<file path="src/rtl/core/jts_pkg.sv">
// Package for the JPEG table and size scanner: widths, marker codes,
// scan phases, status codes and the result record type. No dependencies.
package jts_pkg;

   // Byte positions saturate at the frame limit, which needs one extra bit.
   localparam int unsigned MAX_FRAME_BYTES = 1048576;
   localparam int unsigned POS_W = $clog2(MAX_FRAME_BYTES + 1);
   localparam int unsigned OFS_W = 21;
   localparam int unsigned DIM_W = 16;
   localparam int unsigned STAT_W = 3;

   localparam logic [POS_W-1:0] FRAME_LIMIT = POS_W'(MAX_FRAME_BYTES);

   // Marker bytes: prefix then code.
   localparam logic [7:0] MARK_PREFIX = 8'hFF;
   localparam logic [7:0] DQT_CODE = 8'hDB;
   localparam logic [7:0] SOF0_CODE = 8'hC0;

   // Segment lengths below this are treated as this.
   localparam logic [15:0] MIN_SEG_LEN = 16'd4;

   // Scan phases.
   localparam logic [1:0] PH_SEEK_FIRST = 2'd0;
   localparam logic [1:0] PH_SEEK_SECOND = 2'd1;
   localparam logic [1:0] PH_SEEK_SOF = 2'd2;
   localparam logic [1:0] PH_SOF_FOUND = 2'd3;

   // Result status codes.
   localparam logic [STAT_W-1:0] ST_OK = 3'd0;
   localparam logic [STAT_W-1:0] ST_NO_FIRST = 3'd1;
   localparam logic [STAT_W-1:0] ST_NO_SECOND = 3'd2;
   localparam logic [STAT_W-1:0] ST_NO_SIZE = 3'd3;
   localparam logic [STAT_W-1:0] ST_TOO_LONG = 3'd4;

   typedef struct packed {
      logic [STAT_W-1:0] status;
      logic [OFS_W-1:0]  first_table_offset;
      logic [OFS_W-1:0]  second_table_offset;
      logic [DIM_W-1:0]  image_width;
      logic [DIM_W-1:0]  image_height;
   } result_type;

endpackage

</file>
<file path="src/rtl/core/jts_req_if.sv">
// Input channel of the scanner: one file byte and a last-byte flag per transaction.
// No dependencies.
interface jts_req_if;
   logic       valid;
   logic       ready;
   logic [7:0] data_byte;
   logic       last_byte;

   modport source (output valid, output data_byte, output last_byte, input ready);
   modport sink (input valid, input data_byte, input last_byte, output ready);
endinterface

</file>
<file path="src/rtl/core/jts_rsp_if.sv">
// Result channel of the scanner: status, table offsets and image size per transaction.
// Depends on jts_pkg for field widths.
interface jts_rsp_if;
   logic                       valid;
   logic                       ready;
   logic [jts_pkg::STAT_W-1:0] status;
   logic [jts_pkg::OFS_W-1:0]  first_table_offset;
   logic [jts_pkg::OFS_W-1:0]  second_table_offset;
   logic [jts_pkg::DIM_W-1:0]  image_width;
   logic [jts_pkg::DIM_W-1:0]  image_height;

   modport source (output valid, output status, output first_table_offset,
                   output second_table_offset, output image_width, output image_height,
                   input ready);
   modport sink (input valid, input status, input first_table_offset,
                 input second_table_offset, input image_width, input image_height,
                 output ready);
endinterface

</file>
<file path="src/rtl/core/jts_scan.sv">
// Per-byte marker scan: position counter, marker search, length and size capture,
// and the end-of-frame result. Depends on jts_pkg.
module jts_scan (
   input  logic                 clock,
   input  logic                 reset,
   input  logic                 take,
   input  logic [7:0]           data_byte,
   input  logic                 last_byte,
   output logic                 result_valid,
   output jts_pkg::result_type  result
);

   logic [jts_pkg::POS_W-1:0] pos_ff, pos_in;
   logic [7:0]                prev_byte_ff, prev_byte_in;
   logic                      prev_valid_ff, prev_valid_in;
   logic [1:0]                phase_ff, phase_in;
   logic [jts_pkg::POS_W-1:0] resume_ff, resume_in;
   logic [jts_pkg::POS_W-1:0] marker_ff, marker_in;
   logic [7:0]                len_high_ff, len_high_in;
   logic [jts_pkg::OFS_W-1:0] first_ofs_ff, first_ofs_in;
   logic [jts_pkg::OFS_W-1:0] second_ofs_ff, second_ofs_in;
   logic [jts_pkg::DIM_W-1:0] width_ff, width_in;
   logic [jts_pkg::DIM_W-1:0] height_ff, height_in;

   logic                      too_long;
   logic [jts_pkg::POS_W-1:0] cand;
   logic                      pair_ok;
   logic                      dqt_hit;
   logic                      sof_hit;
   logic                      len_hi_hit;
   logic                      len_lo_hit;
   logic [15:0]               seg_len;
   logic [15:0]               seg_len_clamped;
   logic [jts_pkg::POS_W-1:0] cand_ofs;

   // Decode the current byte against the scan state
   always_comb begin
      too_long = pos_ff >= jts_pkg::FRAME_LIMIT;
      cand = pos_ff - jts_pkg::POS_W'(1);
      pair_ok = prev_valid_ff && (cand >= resume_ff);
      dqt_hit = pair_ok && (prev_byte_ff == jts_pkg::MARK_PREFIX)
                && (data_byte == jts_pkg::DQT_CODE);
      sof_hit = pair_ok && (prev_byte_ff == jts_pkg::MARK_PREFIX)
                && (data_byte == jts_pkg::SOF0_CODE);
      len_hi_hit = pos_ff == (marker_ff + jts_pkg::POS_W'(2));
      len_lo_hit = pos_ff == (marker_ff + jts_pkg::POS_W'(3));
      seg_len = {len_high_ff, data_byte};
      seg_len_clamped = (seg_len < jts_pkg::MIN_SEG_LEN) ? jts_pkg::MIN_SEG_LEN : seg_len;
      cand_ofs = cand + jts_pkg::POS_W'(5);
   end

   // Advance the scan state for one byte
   always_comb begin
      pos_in = pos_ff;
      prev_byte_in = prev_byte_ff;
      prev_valid_in = prev_valid_ff;
      phase_in = phase_ff;
      resume_in = resume_ff;
      marker_in = marker_ff;
      len_high_in = len_high_ff;
      first_ofs_in = first_ofs_ff;
      second_ofs_in = second_ofs_ff;
      width_in = width_ff;
      height_in = height_ff;

      if (!too_long) begin
         pos_in = pos_ff + jts_pkg::POS_W'(1);
         prev_byte_in = data_byte;
         prev_valid_in = 1'b1;
         case (phase_ff)
            jts_pkg::PH_SEEK_FIRST: begin
               if (dqt_hit) begin
                  marker_in = cand;
                  first_ofs_in = jts_pkg::OFS_W'(cand_ofs);
                  resume_in = cand + jts_pkg::POS_W'(4);
                  phase_in = jts_pkg::PH_SEEK_SECOND;
               end
            end
            jts_pkg::PH_SEEK_SECOND, jts_pkg::PH_SEEK_SOF: begin
               if (len_hi_hit) begin
                  len_high_in = data_byte;
               end else if (len_lo_hit) begin
                  resume_in = marker_ff + jts_pkg::POS_W'(seg_len_clamped);
               end else if (phase_ff == jts_pkg::PH_SEEK_SECOND && dqt_hit) begin
                  marker_in = cand;
                  second_ofs_in = jts_pkg::OFS_W'(cand_ofs);
                  resume_in = cand + jts_pkg::POS_W'(4);
                  phase_in = jts_pkg::PH_SEEK_SOF;
               end else if (phase_ff == jts_pkg::PH_SEEK_SOF && sof_hit) begin
                  marker_in = cand;
                  phase_in = jts_pkg::PH_SOF_FOUND;
               end
            end
            default: begin
               // Size bytes: height at +5/+6, width at +7/+8, big endian
               if (pos_ff == marker_ff + jts_pkg::POS_W'(5)
                   || pos_ff == marker_ff + jts_pkg::POS_W'(6)) begin
                  height_in = {height_ff[7:0], data_byte};
               end else if (pos_ff == marker_ff + jts_pkg::POS_W'(7)
                            || pos_ff == marker_ff + jts_pkg::POS_W'(8)) begin
                  width_in = {width_ff[7:0], data_byte};
               end
            end
         endcase
      end
   end

   // Form the end-of-frame result from the updated state
   always_comb begin
      result = '0;
      if (too_long) begin
         result.status = jts_pkg::ST_TOO_LONG;
      end else begin
         if (phase_in != jts_pkg::PH_SEEK_FIRST) begin
            result.first_table_offset = first_ofs_in;
         end
         if (phase_in == jts_pkg::PH_SEEK_SOF || phase_in == jts_pkg::PH_SOF_FOUND) begin
            result.second_table_offset = second_ofs_in;
         end
         case (phase_in)
            jts_pkg::PH_SEEK_FIRST:  result.status = jts_pkg::ST_NO_FIRST;
            jts_pkg::PH_SEEK_SECOND: result.status = jts_pkg::ST_NO_SECOND;
            jts_pkg::PH_SEEK_SOF:    result.status = jts_pkg::ST_NO_SIZE;
            default: begin
               if (pos_ff >= marker_in + jts_pkg::POS_W'(8)) begin
                  result.status = jts_pkg::ST_OK;
                  result.image_width = width_in;
                  result.image_height = height_in;
               end else begin
                  result.status = jts_pkg::ST_NO_SIZE;
               end
            end
         endcase
      end
   end

   assign result_valid = take && last_byte;

   // Hold state between transactions, clear it after the last byte
   always_ff @(posedge clock) begin
      if (reset || (take && last_byte)) begin
         pos_ff <= '0;
         prev_byte_ff <= '0;
         prev_valid_ff <= 1'b0;
         phase_ff <= jts_pkg::PH_SEEK_FIRST;
         resume_ff <= '0;
         marker_ff <= '0;
         len_high_ff <= '0;
         first_ofs_ff <= '0;
         second_ofs_ff <= '0;
         width_ff <= '0;
         height_ff <= '0;
      end else if (take) begin
         pos_ff <= pos_in;
         prev_byte_ff <= prev_byte_in;
         prev_valid_ff <= prev_valid_in;
         phase_ff <= phase_in;
         resume_ff <= resume_in;
         marker_ff <= marker_in;
         len_high_ff <= len_high_in;
         first_ofs_ff <= first_ofs_in;
         second_ofs_ff <= second_ofs_in;
         width_ff <= width_in;
         height_ff <= height_in;
      end
   end

endmodule

</file>
<file path="src/rtl/core/jts_out_buf.sv">
// Two-entry result buffer: an output register plus a skid register, so the
// scan side keeps taking bytes while a result waits. Depends on jts_pkg.
module jts_out_buf (
   input  logic                 clock,
   input  logic                 reset,
   input  logic                 push,
   input  jts_pkg::result_type  push_data,
   output logic                 push_ready,
   output logic                 out_valid,
   input  logic                 out_ready,
   output jts_pkg::result_type  out_data
);

   logic                head_valid_ff, head_valid_in;
   logic                skid_valid_ff, skid_valid_in;
   jts_pkg::result_type head_ff, head_in;
   jts_pkg::result_type skid_ff, skid_in;
   logic                pop;

   assign pop = head_valid_ff && out_ready;
   assign push_ready = !skid_valid_ff;

   // Refill the head from the skid first, park a new result in the skid if blocked
   always_comb begin
      head_valid_in = head_valid_ff;
      skid_valid_in = skid_valid_ff;
      head_in = head_ff;
      skid_in = skid_ff;
      if (!head_valid_ff || pop) begin
         if (skid_valid_ff) begin
            head_in = skid_ff;
            head_valid_in = 1'b1;
            skid_valid_in = 1'b0;
         end else begin
            head_in = push_data;
            head_valid_in = push;
         end
      end else if (push) begin
         skid_in = push_data;
         skid_valid_in = 1'b1;
      end
   end

   always_ff @(posedge clock) begin
      if (reset) begin
         head_valid_ff <= 1'b0;
         skid_valid_ff <= 1'b0;
      end else begin
         head_valid_ff <= head_valid_in;
         skid_valid_ff <= skid_valid_in;
      end
      head_ff <= head_in;
      skid_ff <= skid_in;
   end

   assign out_valid = head_valid_ff;
   assign out_data = head_ff;

endmodule

</file>
<file path="src/rtl/core/jpeg_table_and_size_scanner_top.sv">
// Top level of the JPEG table and size scanner: byte scan plus result buffer.
// Depends on jts_pkg, jts_req_if, jts_rsp_if, jts_scan and jts_out_buf.
//
//   channel   dir   transaction
//   req_bus   in    data_byte[7:0], last_byte
//   rsp_bus   out   status[2:0], first/second_table_offset[20:0],
//                   image_width[15:0], image_height[15:0]
//
// One byte per cycle; the result of a frame enters the result buffer when its
// last byte is taken. The byte scan is a single register stage; the rate is
// set by the two-entry result buffer, which refuses bytes only while both
// entries hold results. Reset (synchronous) clears the scan state and empties
// the buffer; the state also clears itself after every last byte.
module jpeg_table_and_size_scanner_top (
   input  logic    clock,
   input  logic    reset,
   jts_req_if.sink req_bus,
   jts_rsp_if.source rsp_bus
);

   logic                take;
   logic                push_ready;
   logic                result_valid;
   jts_pkg::result_type result;
   jts_pkg::result_type out_data;

   assign req_bus.ready = push_ready;
   assign take = req_bus.valid && push_ready;

   // Scan one byte per accepted transaction
   jts_scan u_scan (
      .clock        (clock),
      .reset        (reset),
      .take         (take),
      .data_byte    (req_bus.data_byte),
      .last_byte    (req_bus.last_byte),
      .result_valid (result_valid),
      .result       (result)
   );

   // Buffer frame results toward the output
   jts_out_buf u_out_buf (
      .clock      (clock),
      .reset      (reset),
      .push       (result_valid),
      .push_data  (result),
      .push_ready (push_ready),
      .out_valid  (rsp_bus.valid),
      .out_ready  (rsp_bus.ready),
      .out_data   (out_data)
   );

   assign rsp_bus.status = out_data.status;
   assign rsp_bus.first_table_offset = out_data.first_table_offset;
   assign rsp_bus.second_table_offset = out_data.second_table_offset;
   assign rsp_bus.image_width = out_data.image_width;
   assign rsp_bus.image_height = out_data.image_height;

   // An empty buffer never refuses bytes
   a_ready_when_empty: assert property (@(posedge clock) disable iff (reset)
      !rsp_bus.valid |-> req_bus.ready)
      else $error("input stalled with an empty result buffer");

   // A result only appears after a last byte was taken
   a_result_from_last: assert property (@(posedge clock) disable iff (reset)
      $rose(rsp_bus.valid) |-> $past(req_bus.valid && req_bus.ready && req_bus.last_byte))
      else $error("result appeared without a last byte");

   // A good frame always carries both table offsets
   a_ok_has_offsets: assert property (@(posedge clock) disable iff (reset)
      (rsp_bus.valid && rsp_bus.status == jts_pkg::ST_OK)
      |-> (rsp_bus.first_table_offset != '0 && rsp_bus.second_table_offset != '0))
      else $error("ok status with a missing table offset");

   // An overlong frame reports nothing but its status
   a_too_long_empty: assert property (@(posedge clock) disable iff (reset)
      (rsp_bus.valid && rsp_bus.status == jts_pkg::ST_TOO_LONG)
      |-> (rsp_bus.first_table_offset == '0 && rsp_bus.image_width == '0
           && rsp_bus.image_height == '0))
      else $error("overlong frame reported offsets or size");

endmodule

</file>
<file path="src/flat_wrapper.sv">
// flat-port wrapper written by rule: the top's interface ports become plain ports
module jpeg_table_and_size_scanner_top_flat 
  (clock, reset, req_bus_valid, req_bus_data_byte, req_bus_last_byte, req_bus_ready, rsp_bus_valid, rsp_bus_status, rsp_bus_first_table_offset, rsp_bus_second_table_offset, rsp_bus_image_width, rsp_bus_image_height, rsp_bus_ready);
  jts_req_if req_bus_i ();
  jts_rsp_if rsp_bus_i ();
  input  logic clock;
  input  logic reset;
  input wire logic [$bits(req_bus_i.valid)-1:0] req_bus_valid;
  input wire logic [$bits(req_bus_i.data_byte)-1:0] req_bus_data_byte;
  input wire logic [$bits(req_bus_i.last_byte)-1:0] req_bus_last_byte;
  output wire logic [$bits(req_bus_i.ready)-1:0] req_bus_ready;
  output wire logic [$bits(rsp_bus_i.valid)-1:0] rsp_bus_valid;
  output wire logic [$bits(rsp_bus_i.status)-1:0] rsp_bus_status;
  output wire logic [$bits(rsp_bus_i.first_table_offset)-1:0] rsp_bus_first_table_offset;
  output wire logic [$bits(rsp_bus_i.second_table_offset)-1:0] rsp_bus_second_table_offset;
  output wire logic [$bits(rsp_bus_i.image_width)-1:0] rsp_bus_image_width;
  output wire logic [$bits(rsp_bus_i.image_height)-1:0] rsp_bus_image_height;
  input wire logic [$bits(rsp_bus_i.ready)-1:0] rsp_bus_ready;
  assign req_bus_i.valid = req_bus_valid;
  assign req_bus_i.data_byte = req_bus_data_byte;
  assign req_bus_i.last_byte = req_bus_last_byte;
  assign req_bus_ready = req_bus_i.ready;
  assign rsp_bus_valid = rsp_bus_i.valid;
  assign rsp_bus_status = rsp_bus_i.status;
  assign rsp_bus_first_table_offset = rsp_bus_i.first_table_offset;
  assign rsp_bus_second_table_offset = rsp_bus_i.second_table_offset;
  assign rsp_bus_image_width = rsp_bus_i.image_width;
  assign rsp_bus_image_height = rsp_bus_i.image_height;
  assign rsp_bus_i.ready = rsp_bus_ready;
  jpeg_table_and_size_scanner_top u_core (.clock(clock), .reset(reset), .req_bus(req_bus_i), .rsp_bus(rsp_bus_i));
endmodule
</file>
<file path="config.mk">
export PLATFORM = sky130hd
export DESIGN_NAME = jpeg_table_and_size_scanner_top_flat
export DESIGN_NICKNAME = d
export VERILOG_FILES = /design/src/rtl/core/jts_pkg.sv /design/src/rtl/core/jts_req_if.sv /design/src/rtl/core/jts_rsp_if.sv /design/src/rtl/core/jts_scan.sv /design/src/rtl/core/jts_out_buf.sv /design/src/rtl/core/jpeg_table_and_size_scanner_top.sv /design/src/flat_wrapper.sv
export SDC_FILE = /design/constraint.sdc
export NUM_CORES = 1
export LEC_CHECK = 0
export BUFFER_PORTS_ARGS = -buffer_cell sky130_fd_sc_hd__buf_4
export CORE_MARGIN = 2
export CORE_UTILIZATION = 63
export DETAILED_ROUTE_END_ITERATION = 6
export HOLD_SLACK_MARGIN = 0.12
export PLACE_DENSITY_LB_ADDON = 0.05
export SYNTH_ARGS = -nofsm -noshare
export SYNTH_HDL_FRONTEND = slang
export SYNTH_SLANG_ARGS = --single-unit
</file>
<file path="constraint.sdc">
create_clock -name clock -period 8.82 [get_ports clock]
set_input_delay 0.882 -clock clock [delete_from_list [all_inputs] [get_ports clock]]
set_output_delay 0.882 -clock clock [all_outputs]
set_load 0.05 [all_outputs]
</file>
==> results of run 1 <==
metal layers:
layer	up-vias	track usage (%)	share of wire (%)
met5	-	0	0
met2	806	56.7	46
li1	7710	-	-
met4	0	15.7	4.7
met3	191	4.01	7.6
met1	7929	46.1	41
what timing repair did:
action                                  in CTS  in global routing
endpoints found under the setup margin       0                 64
gates resized for setup                      0                  4
setup buffers                                0                  4
state kept, by name, summed over array words and instances (netlist names):
name	cells
u_core.u_out_buf.out_data	77
u_core.u_out_buf.out_valid	1
u_core.u_out_buf.skid_ff	77
u_core.u_out_buf.skid_valid_ff	1
u_core.u_scan.first_ofs_ff	21
u_core.u_scan.height_ff	16
u_core.u_scan.len_high_ff	8
u_core.u_scan.marker_ff	21
u_core.u_scan.phase_ff	2
u_core.u_scan.pos_ff	21
u_core.u_scan.prev_byte_ff	8
u_core.u_scan.prev_valid_ff	1
u_core.u_scan.resume_ff	21
u_core.u_scan.second_ofs_ff	21
u_core.u_scan.width_ff	16
worst max-delay path, delay by kind of cell (launching register included):
family	cells	cell delay [ns]
xor gates and xnor gates	1	0.23
AOI/OAI and AO/OA	12	2.78
and+or+nand+nor	10	3.21
DFF	1	0.41
buffers and inverters	3	0.68
adders and majority gates	2	0.67
final cells by class:
cell class | instances | area (sq um) | area share [%]
clock buffers | 40 | 810 | 3.86
flip-flops and latches | 312 | 7790 | 37.1
multi-input cells | 1611 | 10500 | 49.9
inverters | 59 | 221 | 1.06
clock inverters | 18 | 135 | 0.644
well taps | 390 | 488 | 2.33
repair buffers | 139 | 1060 | 5.05
power groups by stage:
stage          Clock [uW]  Combinational (uW)  Sequential, uW
4_1_cts              1250                 498            1570
6_report             1240                 510            1570
3_3_place_gp            0                 488            1590
5_1_grt              1300                 546            1570
3_5_place_dp            0                 496            1600
2_1_floorplan           0                 302            1640
per-stage QoR:
stage                     util, %  instance area (sq um)  hold WS, ns
after floorplan                 -                  19100        0.436
after detailed placement     67.0                  20000        0.447
after CTS                    70.2                  20900        0.455
final                        70.4                  21000        0.453
after global placement       67.0                  20000        0.441
after global routing         70.4                  21000        0.469
path summary, 6_finish.rpt:
path / cells past startpoint / startpoint / slack (ns) / end
max: 28 / u_core.u_scan.pos_ff[1]$_SDFFE_PP0P_ / 0.56 / u_core.u_out_buf.out_data[28]$_DFFE_PP_
min: 2 / u_core.u_scan.first_ofs_ff[15]$_SDFFE_PP0P_ / 0.45 / u_core.u_scan.first_ofs_ff[15]$_SDFFE_PP0P_
max reg2reg: 28 / u_core.u_scan.pos_ff[1]$_SDFFE_PP0P_ / 0.56 / u_core.u_out_buf.out_data[28]$_DFFE_PP_
min reg2reg: 2 / u_core.u_scan.first_ofs_ff[15]$_SDFFE_PP0P_ / 0.45 / u_core.u_scan.first_ofs_ff[15]$_SDFFE_PP0P_
cells in the final DEF (no fill, tap or decap), types with 7 or more instances in the layout:
cell type and n:
nand2_1 261, nor2_1 258, dfxtp_1 157, edfxtp_1 154, buf_4 137, a21oi_1 115
mux2i_1 113, xnor2_1 95, ha_1 80, o31ai_1 77, xor2_1 57, inv_1 57
o21ai_0 53, nor3_1 52, nand3_1 46, a211oi_1 44, nand4_1 35, clkbuf_16 31
a22oi_1 24, nor4_1 23, and3_1 20, o211ai_1 18, and2_1 17, a31oi_1 17
and4_1 12, a21o_1 12, nand2b_1 12, or3_1 12, nor2b_1 11, or4_1 10
o21a_1 10, mux2_2 9, clkbuf_1 9, or2_2 8, nor3b_1 7, o22ai_1 7
clkinv_1 7
logic make-up after synthesis:
family | share of synthesized area, %
AOI/OAI and AO/OA | 15.5
adders and majority gates | 5.34
xor gates and xnor gates | 7.39
DFF | 40.7
and+or+nand+nor | 19.8
buffers and inverters | 4.86
muxes | 6.44
==> impl_metrics.yaml, run 1 <==
power_and_ir_drop:
  switching_share_pct: 28.1
  p_leak_uw: 0.00739
  p_sw_uw: 932
  power_density_mw_per_mm2: 158
  clockPowerShare_pct: 37.3
  p_total_uw: 3310
  pwr-share-comb_pct: 15.4
  pwr-share-seq_pct: 47.3
  ir_drop_mv: 0.154
  p_int_uw: 2380
final_layout:
  fillerInstances: 2255
  n_antenna_cell: 0
  nets: 2248
  layout-drive-gt1-share_pct: 10.8
  layoutNonFillerInstCount: 2569
  syn_to_final_growth_pct: 9.68
synth:
  yosys-top-cells-count: "261 x nand2_1, 260 x nor2_1, 158 x dfxtp_1, 154 x edfxtp_1, 120 x clkbuf_1"
  synth_top_area_share_pct: 24.2
  synth_seq_cells: 312
  syn_area_sq_mm: 0.0191
  syn_inst: 2149
  avgSynthCellArea_sq_um: 8.90
  synth_edf_count: 154
  ys.flop_type: "dfxtp_1"
  synth_area_leaders: "edfxtp_1 24%, dfxtp_1 17%, mux2i_1 5.9%"
  synth_nets: 2243
  yosysTopAreaCell: "edfxtp_1"
  post-synth-top-count-cell: "nand2_1"
  async_flop_share_pct: 0
  yosys_warnings: 0
  ys_seq_area_share_pct: 40.7
  ys_types: 81
critical_path:
  worstPathArrival_ns: 8.62
  cp-end-kind: "flop"
  cpMaxStageDelayCell: "or4_4"
  start_kind: "flop"
  slowest_delay_ns: 0.58
  worstSetupPathType: "flop to flop"
  critPathRequiredTime_ns: 9.18
  cp_max_fo: 64
die:
  die_w_um: 178
  dieHeight_um: 178
  num_rows: 63
  start_util_pct: 64.2
  die_area_sq_mm: 0.0318
  core_sq_mm: 0.0298
  num_io_pins: 92
route:
  wl_per_cell_um: 21.7
  drc: 0
  wl_um: 55700
  drt_iter0_markers: 2250
  antenna_left: 0
  vias_per_cell: 6.48
  dr.pass1.iters: 6
  num_vias: 16636
clock_tree:
  clk_pin_slew_ns: 0.06
  ctsHtreeMaxLevel: 1
  cts_hold_buf: 0
  insertion_delay_ns: 0.59
  cts_made_buffers: 31
  clockBufferDepth: 3
  tritoncts: "done"
  clockRootBuffer: "clkbuf_16"
  cts.sinks: 312
timing:
  finClkSkew_ns: 0.0367
  slew_violations: 0
  tns_ns: 0
  setup_ws_ns: 0.559
  period_share_pct: 93.7
  setup_viol: 0
  worst_slew_pin_slew_ns: 1.25
  clock.fmax_ghz: 0.121
  grt_setup_unrepaired: "no"
  max-slew-margin-rel_pct: 16.2
  hold_viol_final: 0
  min_period_ns: 8.26
place:
  dp.cells: 2507
  place.gp.congestion: 0.994
  port_buffers: 91
  hpwl_um: 40300
  place_ws_ns: 0.355
global_routing:
  overflow: 0
  grt_max_degree: 84
  grt_pass1_vias: 15480
  grt_pass1_wl_um: 85700
  grt_use_total_pct: 34.6
  antenna_found_initial: 0
outcome:
  status: "completed"
worst_hold_path:
  hold_path_class: "flop to flop"
job:
  maxCapViolations: 0
Note: power is estimated with default switching activity, not from simulation.
==> inputs of run 2 (changes only) <==
Settings changed: CTS_BUF_LIST set to sky130_fd_sc_hd__clkbuf_8, PLACE_DENSITY set to 0.82, PLACE_DENSITY_LB_ADDON 0.05 to unset.
==> run 2 against run 1 <==
Effect of this change: non-clock buffer count increased by 4; die area unchanged; sequential share of layout area down 0.13 points; via count up 1.6%; critical endpoint is now u_core.u_out_buf.out_data[10]$_DFFE_PP_; largest cell class unchanged; largest power group unchanged.
==> impl_metrics.yaml, run 2 (synthesis results as in run 1) <==
route:
  drt_iter0_markers: 2057
  antenna_left: 0
  dr.pass1.iters: 5
  drc: 0
  wl_per_cell_um: 22.4
  vias_per_cell: 6.48
  wl_um: 58300
  num_vias: 16894
timing:
  slew_violations: 0
  worst_slew_pin_slew_ns: 1.16
  max-slew-margin-rel_pct: 22.2
  min_period_ns: 8.32
  period_share_pct: 94.3
  setup_viol: 0
  finClkSkew_ns: 0.0494
  hold_viol_final: 0
  tns_ns: 0
  grt_setup_unrepaired: "no"
  clock.fmax_ghz: 0.120
  setup_ws_ns: 0.499
final_layout:
  final_common_cell: "nand2_1"
  layout-drive-gt1-share_pct: 12.2
  n_antenna_cell: 0
  syn_to_final_growth_pct: 10.1
  final_util_pct: 70.7
  nets: 2270
  mostFrequentLayoutCells: "261 x nand2_1, 258 x nor2_1, 157 x dfxtp_1, 154 x edfxtp_1, 142 x buf_4"
  fillerInstances: 2232
clock_tree:
  cts_made_buffers: 49
  clockBufferDepth: 3
  insertion_delay_ns: 0.60
  clk_pin_slew_ns: 0.07
  cts.sinks: 312
  ctsHtreeMaxLevel: 2
  cts_hold_buf: 0
  clockRootBuffer: "clkbuf_8"
  tritoncts: "done"
global_routing:
  grt_use_total_pct: 36.3
  overflow: 0
  grt_pass1_vias: 15986
  grt_pass1_wl_um: 89300
  antenna_found_initial: 1
  grt_max_degree: 100
power_and_ir_drop:
  p_leak_uw: 0.00752
  clockPowerShare_pct: 37.2
  switching_share_pct: 29.4
  p_sw_uw: 976
  power_density_mw_per_mm2: 158
  p_int_uw: 2340
  pwr-share-comb_pct: 15.6
  ir_drop_mv: 0.104
  pwr-share-seq_pct: 47.2
  p_total_uw: 3320
die:
  core_sq_mm: 0.0298
  num_io_pins: 92
  dieHeight_um: 178
  die_w_um: 178
  num_rows: 63
  die_area_sq_mm: 0.0318
  start_util_pct: 64.2
critical_path:
  worstSetupPathType: "flop to flop"
  cpMaxStageDelayCell: "or4_4"
  critPathRequiredTime_ns: 9.19
  path_buf_inv: 4
  worstPathArrival_ns: 8.69
  cp_max_fo: 64
  start_kind: "flop"
  cp_top_family: "simple AND/OR/NAND/NOR gates"
  cp-end-kind: "flop"
  slowest_delay_ns: 0.59
place:
  place_ws_ns: 0.268
  hpwl_um: 40700
  place.gp.congestion: 1.01
  port_buffers: 91
worst_hold_path:
  hold_path_class: "flop to flop"
job:
  maxCapViolations: 0
outcome:
  status: "completed"
==> run 2: cell types whose count changed in the layout (fill, tap and decap cells not counted), sizes merged <==
cell / change
clkinvlp: -1
clkbuf: +19
clkinv: -1
buf: +4
inv: +16
==> run 2: power groups by stage <==
stage	sequential, uW	combinational [uW]	clock (uW)
after global placement	1600	491	0
after detailed placement	1600	501	0
after global routing	1570	554	1310
after CTS	1570	505	1250
after floorplan	1640	302	0
final	1570	517	1240
==> run 2: path summary, 6_finish.rpt <==
kind                                                 from                                            to  slack (ns)  cells after the start
max                  u_core.u_scan.pos_ff[1]$_SDFFE_PP0P_       u_core.u_out_buf.out_data[10]$_DFFE_PP_        0.50                     30
min          u_core.u_scan.second_ofs_ff[19]$_SDFFE_PP0P_  u_core.u_scan.second_ofs_ff[19]$_SDFFE_PP0P_        0.45                      2
max reg2reg          u_core.u_scan.pos_ff[1]$_SDFFE_PP0P_       u_core.u_out_buf.out_data[10]$_DFFE_PP_        0.50                     30
min reg2reg  u_core.u_scan.second_ofs_ff[19]$_SDFFE_PP0P_  u_core.u_scan.second_ofs_ff[19]$_SDFFE_PP0P_        0.45                      2
==> run 2: metal layers <==
metal	global-route usage, %	wire length, um	up-vias
met5	0	0	-
li1	-	-	7752
met1	47.2	23200	8021
met3	5.50	4990	193
met2	59.2	27100	928
met4	17.7	3030	0
==> run 2: worst reg2reg max path: cells and delay by family, from the launching register on <==
kind / cells / cell delay, ns
flops: 1 / 0.42
fa+ha+maj: 2 / 0.64
compound gates: 11 / 2.63
buf+inv: 4 / 0.89
simple gates: 11 / 3.21
xor+xnor: 2 / 0.33
==> run 2: final cells by class <==
type,count,area [sq um],share of cell area [%]
sequential,312,7790,37.0
timing repair buffer,143,1080,5.12
tap,390,488,2.32
clock inverter,32,174,0.826
inverter,59,221,1.05
clock buffer,59,812,3.86
multi-input combinational,1611,10500,49.8
==> run 2: through the flow <==
stage	hold WS, ns	cell area, sq um	cells
global route	0.457	21100	2606
floorplan	0.436	19100	2149
global placement	0.440	20000	2511
CTS	0.454	21000	2602
finish	0.455	21100	2606
detailed placement	0.446	20000	2511
==> run 2: timing repair <==
item                       CTS  global route
gates resized for setup      0             7
setup endpoints to repair    0            64
buffers inserted             0             4
